**src/msl_pkg.sv**
```systemverilog
// ----------------------------------------------------------------------------
// Message link supervisor package
// Shared codes, reset values and the supervisor state record.
// ----------------------------------------------------------------------------
package msl_pkg;

	localparam int unsigned LIMIT_W   = 16;
	localparam int unsigned SEQ_W     = 4;
	localparam int unsigned GAP_W     = 32;
	localparam int unsigned CFG_IDX_W = 2;

	localparam logic [1:0] ACT_TICK   = 2'd0;
	localparam logic [1:0] ACT_FRAME  = 2'd1;
	localparam logic [1:0] ACT_INJECT = 2'd2;

	localparam logic [1:0] LINK_OK       = 2'd0;
	localparam logic [1:0] LINK_DEGRADED = 2'd1;
	localparam logic [1:0] LINK_LOST     = 2'd2;

	localparam logic [CFG_IDX_W-1:0] REG_DEGRADE_LIMIT = 2'd0;
	localparam logic [CFG_IDX_W-1:0] REG_LOST_LIMIT    = 2'd1;

	localparam logic [LIMIT_W-1:0] DEGRADE_LIMIT_RST = 16'd300;
	localparam logic [LIMIT_W-1:0] LOST_LIMIT_RST    = 16'd1000;

	typedef struct packed {
		logic               have_frame;
		logic [SEQ_W-1:0]   prev_seq;
		logic [LIMIT_W-1:0] since_good;
		logic [GAP_W-1:0]   gap_count;
	} msl_state_t;

endpackage

```
**src/msl_eval.sv**
```systemverilog
// ----------------------------------------------------------------------------
// Message link supervisor evaluation
// Next supervisor state and link state for one item.
// ----------------------------------------------------------------------------
module msl_eval import msl_pkg::*; (
	input  msl_state_t         cur,
	input  logic [1:0]         action,
	input  logic               frame_valid,
	input  logic [SEQ_W-1:0]   frame_seq,
	input  logic [LIMIT_W-1:0] degrade_limit,
	input  logic [LIMIT_W-1:0] lost_limit,
	output msl_state_t         nxt,
	output logic [1:0]         link_state
);

	logic take;
	logic check;

	always_comb begin
		nxt   = cur;
		take  = 1'b0;
		check = 1'b0;
		unique case (action)
			ACT_TICK: begin
				if (cur.since_good != '1) begin
					nxt.since_good = cur.since_good + LIMIT_W'(1);
				end
			end
			ACT_FRAME: begin
				take  = frame_valid;
				check = frame_valid;
			end
			ACT_INJECT: begin
				take = 1'b1;
			end
			default: begin
			end
		endcase
		if (take) begin
			// The expected sequence wraps modulo the sequence width.
			if (check && cur.have_frame && (frame_seq != cur.prev_seq + SEQ_W'(1))) begin
				nxt.gap_count = cur.gap_count + GAP_W'(1);
			end
			nxt.prev_seq   = frame_seq;
			nxt.have_frame = 1'b1;
			nxt.since_good = '0;
		end
	end

	always_comb begin
		priority if (!nxt.have_frame || nxt.since_good >= lost_limit) begin
			link_state = LINK_LOST;
		end else if (nxt.since_good >= degrade_limit) begin
			link_state = LINK_DEGRADED;
		end else begin
			link_state = LINK_OK;
		end
	end

endmodule

```
**src/message_link_supervisor.sv**
```systemverilog
// ----------------------------------------------------------------------------
// Message link supervisor
// Path: an accepted item passes the input register and then the result register.
// Throughput: one item per cycle while the output is not stalled; the state
// update sits between the input register and the result register.
// Reset: clears both stages and the supervisor state; limits return to
// 300 ms and 1000 ms.
// ----------------------------------------------------------------------------
module message_link_supervisor import msl_pkg::*; (
	input  logic                 clk,
	input  logic                 arst_n,
	input  logic                 cfg_we,
	input  logic [CFG_IDX_W-1:0] cfg_index,
	input  logic [LIMIT_W-1:0]   cfg_data,
	input  logic                 in_valid,
	output logic                 in_stall,
	input  logic [1:0]           action,
	input  logic                 frame_valid,
	input  logic [SEQ_W-1:0]     frame_seq,
	output logic                 out_valid,
	input  logic                 out_stall,
	output logic [1:0]           link_state,
	output logic                 seen_frame,
	output logic [LIMIT_W-1:0]   elapsed_ms,
	output logic [GAP_W-1:0]     lost_frames
);

	logic [LIMIT_W-1:0] degrade_limit_q;
	logic [LIMIT_W-1:0] lost_limit_q;
	msl_state_t         state_q;
	msl_state_t         state_nxt;
	logic [1:0]         link_nxt;

	logic               valid_s1;
	logic [1:0]         action_s1;
	logic               frame_valid_s1;
	logic [SEQ_W-1:0]   frame_seq_s1;

	logic               valid_s2;
	logic [1:0]         link_state_s2;
	logic               seen_frame_s2;
	logic [LIMIT_W-1:0] elapsed_s2;
	logic [GAP_W-1:0]   lost_frames_s2;

	logic out_free;
	logic adv_s1;
	logic load_s1;

	assign out_free = !valid_s2 || !out_stall;
	assign adv_s1   = valid_s1 && out_free;
	assign in_stall = valid_s1 && !out_free;
	assign load_s1  = in_valid && !in_stall;

	always_ff @(posedge clk or negedge arst_n) begin
		if (!arst_n) begin
			degrade_limit_q <= DEGRADE_LIMIT_RST;
			lost_limit_q    <= LOST_LIMIT_RST;
		end else if (cfg_we) begin
			unique case (cfg_index)
				REG_DEGRADE_LIMIT: degrade_limit_q <= cfg_data;
				REG_LOST_LIMIT:    lost_limit_q    <= cfg_data;
				default: begin
				end
			endcase
		end
	end

	always_ff @(posedge clk or negedge arst_n) begin
		if (!arst_n) begin
			valid_s1 <= 1'b0;
		end else if (load_s1) begin
			valid_s1 <= 1'b1;
		end else if (adv_s1) begin
			valid_s1 <= 1'b0;
		end
	end

	always_ff @(posedge clk) begin
		if (load_s1) begin
			action_s1      <= action;
			frame_valid_s1 <= frame_valid;
			frame_seq_s1   <= frame_seq;
		end
	end

	msl_eval u_eval (
		.cur           (state_q),
		.action        (action_s1),
		.frame_valid   (frame_valid_s1),
		.frame_seq     (frame_seq_s1),
		.degrade_limit (degrade_limit_q),
		.lost_limit    (lost_limit_q),
		.nxt           (state_nxt),
		.link_state    (link_nxt)
	);

	always_ff @(posedge clk or negedge arst_n) begin
		if (!arst_n) begin
			state_q <= '0;
		end else if (adv_s1) begin
			state_q <= state_nxt;
		end
	end

	always_ff @(posedge clk or negedge arst_n) begin
		if (!arst_n) begin
			valid_s2 <= 1'b0;
		end else if (out_free) begin
			valid_s2 <= valid_s1;
		end
	end

	always_ff @(posedge clk) begin
		if (adv_s1) begin
			link_state_s2  <= link_nxt;
			seen_frame_s2  <= state_nxt.have_frame;
			elapsed_s2     <= state_nxt.since_good;
			lost_frames_s2 <= state_nxt.gap_count;
		end
	end

	assign out_valid   = valid_s2;
	assign link_state  = link_state_s2;
	assign seen_frame  = seen_frame_s2;
	assign elapsed_ms  = elapsed_s2;
	assign lost_frames = lost_frames_s2;

	// Once a frame has been taken the link never returns to the no-frame case.
	a_seen_sticky: assert property (@(posedge clk) disable iff (!arst_n)
		state_q.have_frame |=> state_q.have_frame)
		else $error("seen flag dropped");

	// Without any frame the reported state must be lost.
	a_no_frame_lost: assert property (@(posedge clk) disable iff (!arst_n)
		out_valid && !seen_frame |-> link_state == LINK_LOST)
		else $error("link not lost before first frame");

	// The gap counter moves by at most one per item.
	a_gap_step: assert property (@(posedge clk) disable iff (!arst_n)
		state_q.gap_count != $past(state_q.gap_count) |->
			state_q.gap_count == $past(state_q.gap_count) + GAP_W'(1))
		else $error("gap counter jumped");

	// The state changes only when an item leaves the input register.
	a_state_hold: assert property (@(posedge clk) disable iff (!arst_n)
		!adv_s1 |=> $stable(state_q))
		else $error("state changed without an item");

endmodule
```
**config.mk**
```make
export PLATFORM = sky130hd
export DESIGN_NAME = message_link_supervisor
export DESIGN_NICKNAME = d
export VERILOG_FILES = /design/src/msl_pkg.sv /design/src/msl_eval.sv /design/src/message_link_supervisor.sv
export SDC_FILE = /design/constraint.sdc
export NUM_CORES = 1
export LEC_CHECK = 0
export ABC_AREA = 1
export BUFFER_PORTS_ARGS = -buffer_cell sky130_fd_sc_hd__clkbuf_2
export CAP_MARGIN = 5
export CORE_ASPECT_RATIO = 0.75
export CORE_MARGIN = 3
export CORE_UTILIZATION = 60
export CTS_CLUSTER_SIZE = 8
export DETAILED_ROUTE_END_ITERATION = 10
export PLACE_DENSITY = 0.81
export SLEW_MARGIN = 20
export SYNTH_ARGS = -nofsm -noshare
export SYNTH_HDL_FRONTEND = slang
export SYNTH_SLANG_ARGS = --single-unit
```
**constraint.sdc**
```tcl
create_clock -name clk -period 3.6 [get_ports clk]
set_clock_uncertainty 0.05 [all_clocks]
set_input_delay 0.36 -clock clk [delete_from_list [all_inputs] [get_ports clk]]
set_output_delay 0.36 -clock clk [all_outputs]
set_load 0.02 [all_outputs]
```
== Yosys cells after proc, flatten, opt, wreduce, memory -nomap -nowiden ==
Cells that the tools add are included.

* $add $sub $neg: 3
* Multipliers: 0
* Div/mod/pow operators: 0
* $lt $le $gt $ge: 2
* Eq/ne operators: 5
* Shift-type cells: 0
* Muxes and demuxes: 9
* Bitwise gates (word level): 0
* Reduce and logical (&&, ||, !) cells: 18

{| class="wikitable"
|+ Operators by type and width
! cell !! count
|-
| $mux W53 || 1
|-
| $add A32 B1 Y32 const B || 1
|-
| $ge A16 B16 Y1 || 2
|-
| $mux W16 || 2
|-
| $mux W32 || 1
|-
| $add A16 B1 Y16 const B || 1
|-
| $ne A16 B16 Y1 const B || 1
|-
| $reduce_and A2 Y1 || 3
|-
| $logic_and A1 B1 Y1 || 5
|-
| $logic_not A1 Y1 || 5
|-
| $add A4 B1 Y4 const B || 1
|-
| $eq A2 B1 Y1 const B || 2
|-
| $logic_not A2 Y1 || 2
|-
| $mux W1 || 4
|-
| $ne A4 B4 Y1 || 1
|-
| $eq A2 B2 Y1 const B || 1
|-
| $logic_or A1 B1 Y1 || 2
|-
| $pmux W1 S2 || 1
|-
| $reduce_bool A2 Y1 || 1
|}

* Bits in registers: 145
* Bits in latches: 0
* RAM bits: 0
* Memory bits (read-only): 0
* Bits of input ports: 30
* Output and inout port bits: 53
* Logic and storage cells: 52
* Memories kept: 0

== Depth between registers and ports, before layout ==
Gate-level depths: netlist of the first run.

* Depth in word-level cells: 8
* Depth in mapped cells: 20
* Depth with buffers taken out: 19

== By module ==
A second synthesis of the first run with hierarchy kept.

* Cells, all modules: 1007
* Area, all modules: 8137.8 um^2

{| class="wikitable"
|+ Modules (own cells, without submodules)
! module !! instances !! cells each !! area an instance (um^2) !! sequential area each (um^2)
|-
| message_link_supervisor || 1 || 439 || 5271.3 || 3931.3
|-
| msl_eval || 1 || 568 || 2866.5 || 0.0
|}

== Least setup slack after synthesis of the first run ==
OpenSTA, ideal clock, no wires.

* Path type: reg2reg
* Start point: reg state_q[32] in the netlist's numbering
* End point: reg link_state_s2[0], in the netlist link_state[0], data pin
* Setup time: 0.255 ns
* Arrival: 2.267 ns
* Required time: 3.295 ns
* Setup slack: 1.028 ns
* Cell stages (with the launch flop): 20
* Buffers on the path: 1
* Period minus slack after synthesis: 2.572 ns
* Path through: dfrtp_1 ha_1 nand2_1 inv_1 nand2_2 inv_2 nand4_4 buf_6 nand2_1 o21ai_0 nand2_1 nand2_1 nor2_1 ha_1 a21oi_1 o21ai_0 a21oi_1 o21ai_0 a21oi_1 nor2_1

{| class="wikitable"
|+ RTL lines
! item !! line !! RTL
|-
| start: declaration || message_link_supervisor.sv:30 || <nowiki>msl_state_t state_q;</nowiki>
|-
| start signal: assignment || message_link_supervisor.sv:101 || <nowiki>state_q <= state_nxt;</nowiki>
|-
| end signal: assignment || message_link_supervisor.sv:115 || <nowiki>link_state_s2 <= link_nxt;</nowiki>
|-
| end: declaration || message_link_supervisor.sv:40 || <nowiki>logic [1:0] link_state_s2;</nowiki>
|}

==> run metrics, run 1 <==
status=completed; VDD IR-drop max=0.0004848 V; Post-CTS Resized=0; first-pass GRT wire length=30590 um; Die Area=14960 sq um; register-to-register setup slack=0.56 ns; gpl congestion=0.9674; setup TNS=0 ns; R2R depth=18; CTS clock-pin slew for the worst setup and hold paths=0.06 ns; Synth top area share=23.77%; insertion delay to the later sink of the worst-skew pair=0.43 ns; Worst Tran Pin Value=0.9483 ns; synth cell count leaders=nand2_1 (317), inv_1 (122), dfrtp_1 (77); post-synthesis instance area=8108 sq um; cell taking the most area after synthesis=dfrtp_1; setup violators final=0; vias in the first global route=6172; total core area=13110 sq um; WP data arrival=3.17 ns; Crit Path Category=flip-flop to flip-flop; Hold Crit Start=frame_seq[2]; # diodes=0; Initial Util=61.86%; drt first pass iters=5; Total Routing Usage GR=25.57%; H-Tree Depth=4; top-count cell post-synth=nand2_1; Mean Syn Cell Area=8.324 sq um; Hold Path End=frame_seq_s1[2]$_DFFE_PP_; Die Y=106.7 um; worst path cell trace=ha_1 -> nand2_1 -> inv_1 -> nand2_2 -> inv_2 -> nand4_4 -> nand2_1 -> o21ai_0 -> nand2_1 -> nand2_1 -> nor2_1 -> ha_1 -> a21oi_1 -> o21ai_0 -> a21oi_1 -> o21ai_0 -> a21oi_1 -> nor2_1; YS warnings=0; Detail Route Antenna Nets=0; Leak Pwr=0.004534 uW; final hold vios=0; sequential area share after synthesis=48.49%; Horiz. Die Dim=140.2 um; CP startpoint=state_q[32]$_DFFE_PN0P_; max-slew violation count=0; fmax=0.3291 GHz; wire per inst=14.77 um; Critical R2R Capture=link_state[0]$_SDFFCE_PP0P_; CTS Buf Count=17; # DRC=0; clock tree buffer depth=2; placed insts=1209; CP max stage cell=dfrtp_1; RSZ-0062 raised after global routing=false; ranking of synthesized cells by area=dfrtp_1 (24%), edfxtp_1 (21%), nand2_1 (15%); final wirelength=18360 um; crit path capture type=flip-flop; post-detail-place hpwl=13030 um; vias post-DR=6670; Max FO, Critical Path=16; crit-path max cell delay=0.40 ns; post-synthesis cell count=974; Net Count, Synth=1042; CP most frequent cell=nand2_1; CP Launch Type=flip-flop; postcts setup bufs=0; worst min path class=input port to flip-flop; r2r startpoint=state_q[32]$_DFFE_PN0P_; Layout area overhead=14.97%; worst hold stages=1; layout cells sized above 1=17.16%; WP data required=3.73 ns; CP Buf/Inv Count=2; Cell variety after synth=40; Final Cycle Share=84.40%; cell row count=36; root buffer cell=clkbuf_16; gr ovfl total=0; hold_buf cts=1; fill count=1014; Post-synth EDFFs=58; Post-synth ARST share=60.00%; Post-layout nets=1127; crit-path leading delay family=simple AND/OR/NAND/NOR gates; Finished Layout Cells=1243; top_reg_cell synth=dfrtp_1; pin count of the biggest net entering global routing=49; PwrDens=589.6 nW/um^2; initial antenna violation count=0; Seq cells post-synth=145; max_cap viols=0; # port buffers=82; via density per instance=5.366; clock sinks=145; Rel. slew slack=36.63%; CTS tree=yes; IO Pins=83; DRT iter0 DRCs=773; Min Clock Period, post-route=3.039 ns
==> cell families after synthesis <==
group | after synthesis | share of synthesized area [%]
buffers and inverters | 153 | 7.361
adder cells (fa/ha/maj) | 38 | 5.864
flip-flops | 145 | 48.49
AND/OR/NAND/NOR | 515 | 28.77
AO/OA/AOI/OAI | 96 | 6.050
XOR/XNOR | 27 | 3.472
==> worst max-delay path by stage <==
stage | endpoint | slack, ns | cells past startpoint
5_1_grt | link_state[0]$_SDFFCE_PP0P_ | 0.32 | 14
2_1_floorplan | link_state[0]$_SDFFCE_PP0P_ | 1.03 | 19
6_report | link_state[0]$_SDFFCE_PP0P_ | 0.56 | 18
4_1_cts | link_state[0]$_SDFFCE_PP0P_ | 0.60 | 18
3_5_place_dp | link_state[0]$_SDFFCE_PP0P_ | 0.63 | 18
3_3_place_gp | link_state[0]$_SDFFCE_PP0P_ | 0.70 | 18
==> layer usage <==
metal,global-route usage (%),share of wire (%)
met1,39.12,49
met2,36.13,42
met3,6.643,7.9
met4,6.846,1.4
met5,0,0
==> placed cells by master (no fill, tap or decap), types with 7 or more instances in the layout <==
cell type  instances
nor3_1            14
dfstp_2           10
dfrtp_1           77
ha_1              38
edfxtp_1          58
nor2_1            63
nor2_4             7
nand3_1           49
nand4_1           19
clkbuf_2          81
buf_4              9
a21oi_1           20
xor2_1            15
nand2_2           10
inv_1            121
nand2_1          317
nor2_2             8
o21ai_0           70
clkbuf_16         19
nand3b_1           7
==> power by group <==
group	total (uW)	switching (uW)	leakage, uW	internal [uW]
registers	2270	228	0.00168	2040
clock network	1830	672	0.000296	1160
logic	1400	919	0.00256	479
==> through the flow <==
| step | worst slack (ns) | hold slack, ns | utilization (%) | power (uW) | cell area (sq um) |
|---|---|---|---|---|---|
| final | 0.5614 | 0.05525 | 71.11 | 5496 | 9321 |
| after global routing | 0.3233 | 0.03739 | 71.11 | 5805 | 9321 |
| after CTS | 0.6010 | 0.03820 | 71.03 | 5507 | 9310 |
| after detailed placement | 0.6331 | 0.3719 | 66.19 | 3654 | 8676 |
| after global placement | 0.7035 | 0.3681 | 66.19 | 3611 | 8676 |
| after floorplan | 1.028 | 0.01441 | - | 3243 | 8108 |
==> sequential cells by signal, indices dropped and copies added (netlist names) <==
signal / count
seen_frame: 1
lost_limit_q: 16
link_state: 2
action_s1: 2
out_valid: 1
frame_seq_s1: 4
state_q: 53
degrade_limit_q: 16
valid_s1: 1
lost_frames: 32
frame_valid_s1: 1
elapsed_ms: 16
==> layout make-up <==
type | count | area [sq um] | area share [%]
flip-flops and latches | 145 | 3931 | 42.17
repair buffers | 92 | 494.2 | 5.302
well taps | 171 | 214.0 | 2.295
clock inverters | 7 | 96.34 | 1.034
clock buffers | 25 | 528.0 | 5.664
inverters | 127 | 478.0 | 5.128
multi-input cells | 676 | 3580 | 38.40
No activity file was read; power rests on OpenSTA's default activity.
==> run 2: changes to the inputs <==
- CORE_UTILIZATION: 60 -> 54
- PLACE_DENSITY: 0.81 -> 0.77
- clock period: 3.6 -> 2.55 ns (I/O delays scaled with it)
==> run 2 against run 1 <==
  * The run now ends with setup timing left
  * Critical endpoint unchanged
  * Cell area up 12%
  * Largest power group unchanged
  * Routed wire length up 14%
  * Non-clock buffer count up 86
  * Critical path type unchanged
  * Via count increased by 8.4%
==> run metrics, run 2 (synthesis gave the netlist of run 1 again) <==
status=complete, but fails checks; failing checks=setup timing; Die Area=16540 sq um; setup TNS=-0.3763 ns; IO Pins=83; Leak Pwr=0.005052 uW; via density per instance=5.322; commonest cells after routing, fill and taps aside=nand2_1 (310), inv_1 (116), clkbuf_2 (81); Crit Path Category=flip-flop to flip-flop; Rel. slew slack=35.94%; # port buffers=82; fill count=1081; vias in the first global route=7033; CP Buf/Inv Count=4; dpl ws=-0.3368 ns; final wirelength=21000 um; Final WS setup=-0.2175 ns; layout cells sized above 1=27.44%; VDD IR-drop max=0.0004698 V; Max FO, Critical Path=3; total core area=14600 sq um; met1 GRT Util=38.18%; clock sinks=145; Pwr Total=8622 uW; layer with the highest usage=met2; CTS clock-pin slew for the worst setup and hold paths=0.06 ns; wire per inst=15.45 um; Hold Crit Start=cfg_data[12]; FF+latch area=3931 sq um; final hold vios=0; Worst Tran Pin Value=0.9586 ns; worst min path class=input port to flip-flop; pin count of the biggest net entering global routing=82; crit path capture type=flip-flop; multi-input combinational cell area=3904 sq um; fmax=0.3613 GHz; max reg flops=53; gr ovfl total=0; WP data arrival=2.90 ns; vias post-DR=7232; Post-layout nets=1214; setup violators final=2; CP max stage cell=dfrtp_1; RSZ-0062 raised after global routing=true; Critical R2R Capture=link_state[0]$_SDFFCE_PP0P_; worst hold stages=3; Min Clock Period, post-route=2.767 ns; H-Tree Depth=4; Layout area overhead=28.94%; post-detail-place hpwl=13530 um; CP Launch Type=flip-flop; DRT iter0 DRCs=717; first-pass GRT wire length=34360 um; Horiz. Die Dim=147.5 um; crit-path max cell delay=0.39 ns; most common cell after layout, fill and taps aside=nand2_1; worst path cell trace=ha_2 -> nand2_2 -> inv_2 -> nand2_4 -> buf_6 -> buf_4 -> xor2_1 -> nand3_1 -> o21ai_1 -> nor2_1 -> buf_4 -> ha_1 -> nand2_1 -> nor2_1 -> nand2_1 -> o211ai_1 -> nand2_1 -> nand4_1 -> nor2_1; R2R depth=19; max-slew violation count=0; insertion delay to the later sink of the worst-skew pair=0.43 ns; r2r startpoint=state_q[33]$_DFFE_PN0P_; critical path depth=19; # DRC=0; met3 Usage GRT=5.771%; CP startpoint=state_q[33]$_DFFE_PN0P_; # diodes=0; Die Y=112.1 um; CTS tree=yes; GR met2 Demand/Resource=38.71%; WP data required=2.69 ns; drt first pass iters=5; Final Cycle Share=108.5%; Total Routing Usage GR=26.17%; Initial Util=55.55%; Hold Path End=lost_limit_q[12]$_DFFE_PN0P_; crit-path leading delay family=simple AND/OR/NAND/NOR gates; cell row count=38; max_cap viols=0; gpl congestion=0.9733; CTS Buf Count=17; clock tree buffer depth=2; PwrDens=824.8 nW/um^2; root buffer cell=clkbuf_16; initial antenna violation count=0; Detail Route Antenna Nets=0; Largest Register=state_q; register-to-register setup slack=-0.22 ns
## run 2: cell types whose count changed in the layout (fill, tap and decap cells not counted), sizes merged, moves of 2 or more
cell | before | now
buf | 10 | 83
clkinv | 3 | 6
clkinvlp | 3 | 1
dlygate4sd3 | 1 | 14
## run 2: worst reg2reg max path: cells and delay by family, from the launching register on
family / cells / cell delay (ns)
simple gates: 10 / 0.86
fa+ha+maj: 2 / 0.46
buf+inv: 4 / 0.40
flops: 1 / 0.39
compound gates: 2 / 0.20
xor+xnor: 1 / 0.16
## run 2: what timing repair did
item	4_1_cts	5_1_grt
setup endpoints to repair	2	3
gates resized for setup	49	34
hold endpoints to repair	93	0
buffers inserted	4	8
pin swaps	28	33
cloned	1	0
hold buffers	14	0
## run 2: per-stage QoR
| step | hold WS (ns) | instance area, sq um | std cells | utilization, % |
|---|---|---|---|---|
| after global routing | 0.03005 | 10450 | 1359 | 71.62 |
| final | 0.01811 | 10450 | 1359 | 71.62 |
| after global placement | 0.02425 | 9258 | 1300 | 63.42 |
| after floorplan | -0.09059 | 8113 | 974 | - |
| after CTS | 0.001033 | 10260 | 1351 | 70.28 |
| after detailed placement | 0.02473 | 9258 | 1300 | 63.42 |
## run 2: power breakdown
group / internal (uW) / switching, uW / total (uW)
clock network: 1610 / 1010 / 2620
registers: 2880 / 249 / 3130
logic: 1160 / 1720 / 2880
total: 5650 / 2970 / 8620
## run 2: worst max-delay path by stage
| stage | end | slack, ns |
|---|---|---|
| after detailed placement | link_state[0]$_SDFFCE_PP0P_ | -0.34 |
| after CTS | link_state[0]$_SDFFCE_PP0P_ | -0.13 |
| after global routing | link_state[0]$_SDFFCE_PP0P_ | -0.37 |
| after floorplan | link_state[0]$_SDFFCE_PP0P_ | 0.001 |
| final | link_state[0]$_SDFFCE_PP0P_ | -0.22 |
| after global placement | link_state[0]$_SDFFCE_PP0P_ | -0.23 |
## run 2: cell type report
type	count	area share, %
multi-input cells	677	37.34
inverters	127	4.596
flip-flops and latches	145	37.61
clock inverters	8	0.8259
clock buffers	24	5.230
well taps	200	2.394
repair buffers	178	12.00
## run 2: per-layer routing
metal / share of wire, % / wire (um) / vias to the layer above
li1: - / - / 3466
met1: 45 / 9538 / 3411
met4: 2.5 / 527 / 0
met2: 44 / 9301 / 307
met5: 0 / 0 / -
met3: 7.7 / 1627 / 48
==> run 3: changes to the inputs <==
- PLACE_DENSITY: 0.77 -> 0.86
==> run 3 against run 2 <==
  * The flow still finishes with violations (setup timing)
  * Core utilization increased by 0.21 points
  * Hold slack got worse by 0.014 ns
  * First-iteration DRC count increased by 54%
  * Clock power decreased by 4%
  * Critical endpoint unchanged
  * Largest power group unchanged
  * Highest routed layer unchanged
==> run metrics, run 3 (synthesis gave the netlist of run 1 again) <==
CTS tree=yes; clock tree buffer depth=2; wire per inst=16.79 um; drt first pass iters=7; Max FO, Critical Path=7; Layout area overhead=29.31%; Post-layout nets=1222; post-detail-place hpwl=14110 um; initial antenna violation count=0; H-Tree Depth=4; CP max stage cell=edfxtp_1; layout cells sized above 1=28.88%; PwrDens=837.3 nW/um^2; total core area=14600 sq um; Horiz. Die Dim=147.5 um; vias post-DR=7607; insertion delay to the later sink of the worst-skew pair=0.43 ns; clock sinks=145; max-slew violation count=0; dpl ws=-0.4044 ns; hold_ws=0.004293 ns; cell row count=38; Initial Util=55.55%; Total Routing Usage GR=27.41%; gpl congestion=0.9653; WP data arrival=3.00 ns; Largest Register=state_q; Crit Path Category=flip-flop to flip-flop; crit-path max cell delay=0.43 ns; Final Cycle Share=111.9%; IO Pins=83; first-pass GRT wire length=36160 um; worst min path class=input port to flip-flop; RSZ-0062 raised after global routing=true; Pwr Total=8778 uW; most common cell after layout, fill and taps aside=nand2_1; Final WS setup=-0.3038 ns; CTS clock-pin slew for the worst setup and hold paths=0.07 ns; gr ovfl total=0; CTS Buf Count=17; max reg flops=53; setup violators final=3; commonest cells after routing, fill and taps aside=nand2_1 (308), inv_1 (116), buf_4 (88); fmax=0.3504 GHz; VDD IR-drop max=0.0005104 V; final hold vios=0; crit path capture type=flip-flop; setup TNS=-0.6232 ns; Worst Tran Pin Value=1.053 ns; Detail Route Antenna Nets=0; worst path cell trace=ha_1 -> nand2_1 -> nand2_1 -> nand2_2 -> clkinvlp_4 -> buf_12 -> nor2_1 -> ha_1 -> a21oi_2 -> o21ai_2 -> a21oi_2 -> o21ai_1 -> a21oi_1 -> nor2_1; Rel. slew slack=29.65%; root buffer cell=clkbuf_16; WP data required=2.69 ns; Leak Pwr=0.005054 uW; # DRC=0; # port buffers=82; CP Launch Type=flip-flop; vias in the first global route=7257; # diodes=0; Min Clock Period, post-route=2.854 ns; final wirelength=22950 um; Die Y=112.1 um; Die Area=16540 sq um; failing checks=setup timing; fill count=1022; via density per instance=5.565; max_cap viols=0; status=complete, but fails checks; pin count of the biggest net entering global routing=69; DRT iter0 DRCs=1107
run 3: per-stage QoR:
stage	cells	util [%]	cell area (sq um)
after CTS	1365	70.56	10300
after global routing	1367	71.82	10480
after detailed placement	1304	63.46	9263
after global placement	1304	63.46	9263
final	1367	71.82	10480
after floorplan	974	-	8113
run 3: critical path: cells and delay by family, from the launching register on:
| family | cells | cell delay, ns |
|---|---|---|
| flops | 1 | 0.43 |
| fa+ha+maj | 2 | 0.56 |
| simple gates | 5 | 0.51 |
| buf+inv | 2 | 0.41 |
| compound gates | 5 | 0.64 |
run 3: power breakdown:
group,switching [uW],leakage [uW],total [uW],internal [uW]
clock network,962,0.000293,2510,1550
logic,1850,0.00308,3130,1280
registers,256,0.00168,3140,2880
run 3: area by class of cell:
class | count | area [sq um] | area share, %
clock buffer | 24 | 493.0 | 4.702
tap | 200 | 250.2 | 2.387
inverter | 127 | 484.2 | 4.619
sequential | 145 | 3931 | 37.50
clock inverter | 8 | 101.3 | 0.9667
timing repair buffer | 187 | 1301 | 12.41
multi-input combinational | 676 | 3923 | 37.41
run 3: path summary, 6_finish.rpt:
path                                                 start                               to  slack (ns)  cells after the start
min in group asynchronous                           arst_n  degrade_limit_q[11]$_DFFE_PN0P_        0.29                      2
max                                 action_s1[0]$_DFFE_PP_      link_state[0]$_SDFFCE_PP0P_       -0.30                     14
min reg2reg                degrade_limit_q[10]$_DFFE_PN0P_  degrade_limit_q[10]$_DFFE_PN0P_        0.44                      2
min                                            cfg_data[3]   degrade_limit_q[3]$_DFFE_PN1P_       0.004                      3
max in group asynchronous                           arst_n   degrade_limit_q[2]$_DFFE_PN1P_        1.50                      3
max reg2reg                         action_s1[0]$_DFFE_PP_      link_state[0]$_SDFFCE_PP0P_       -0.30                     14
run 3: metal layers:
| layer | vias up | track usage, % | wire length [um] | part of all wire [%] |
|---|---|---|---|---|
| li1 | 3481 | - | - | - |
| met1 | 3586 | 38.59 | 9760 | 43 |
| met2 | 451 | 42.73 | 10330 | 45 |
| met3 | 89 | 5.932 | 2037 | 8.9 |
| met4 | 0 | 9.187 | 824 | 3.6 |
| met5 | - | 0 | 0 | 0 |
run 3: repair_timing:
item,4_1_cts,5_1_grt
hold endpoints to repair,40,0
resized for setup,48,44
hold buffers,9,0
pin swaps,26,35
buffers inserted,19,3
setup endpoints to repair,2,3
cloned,1,0
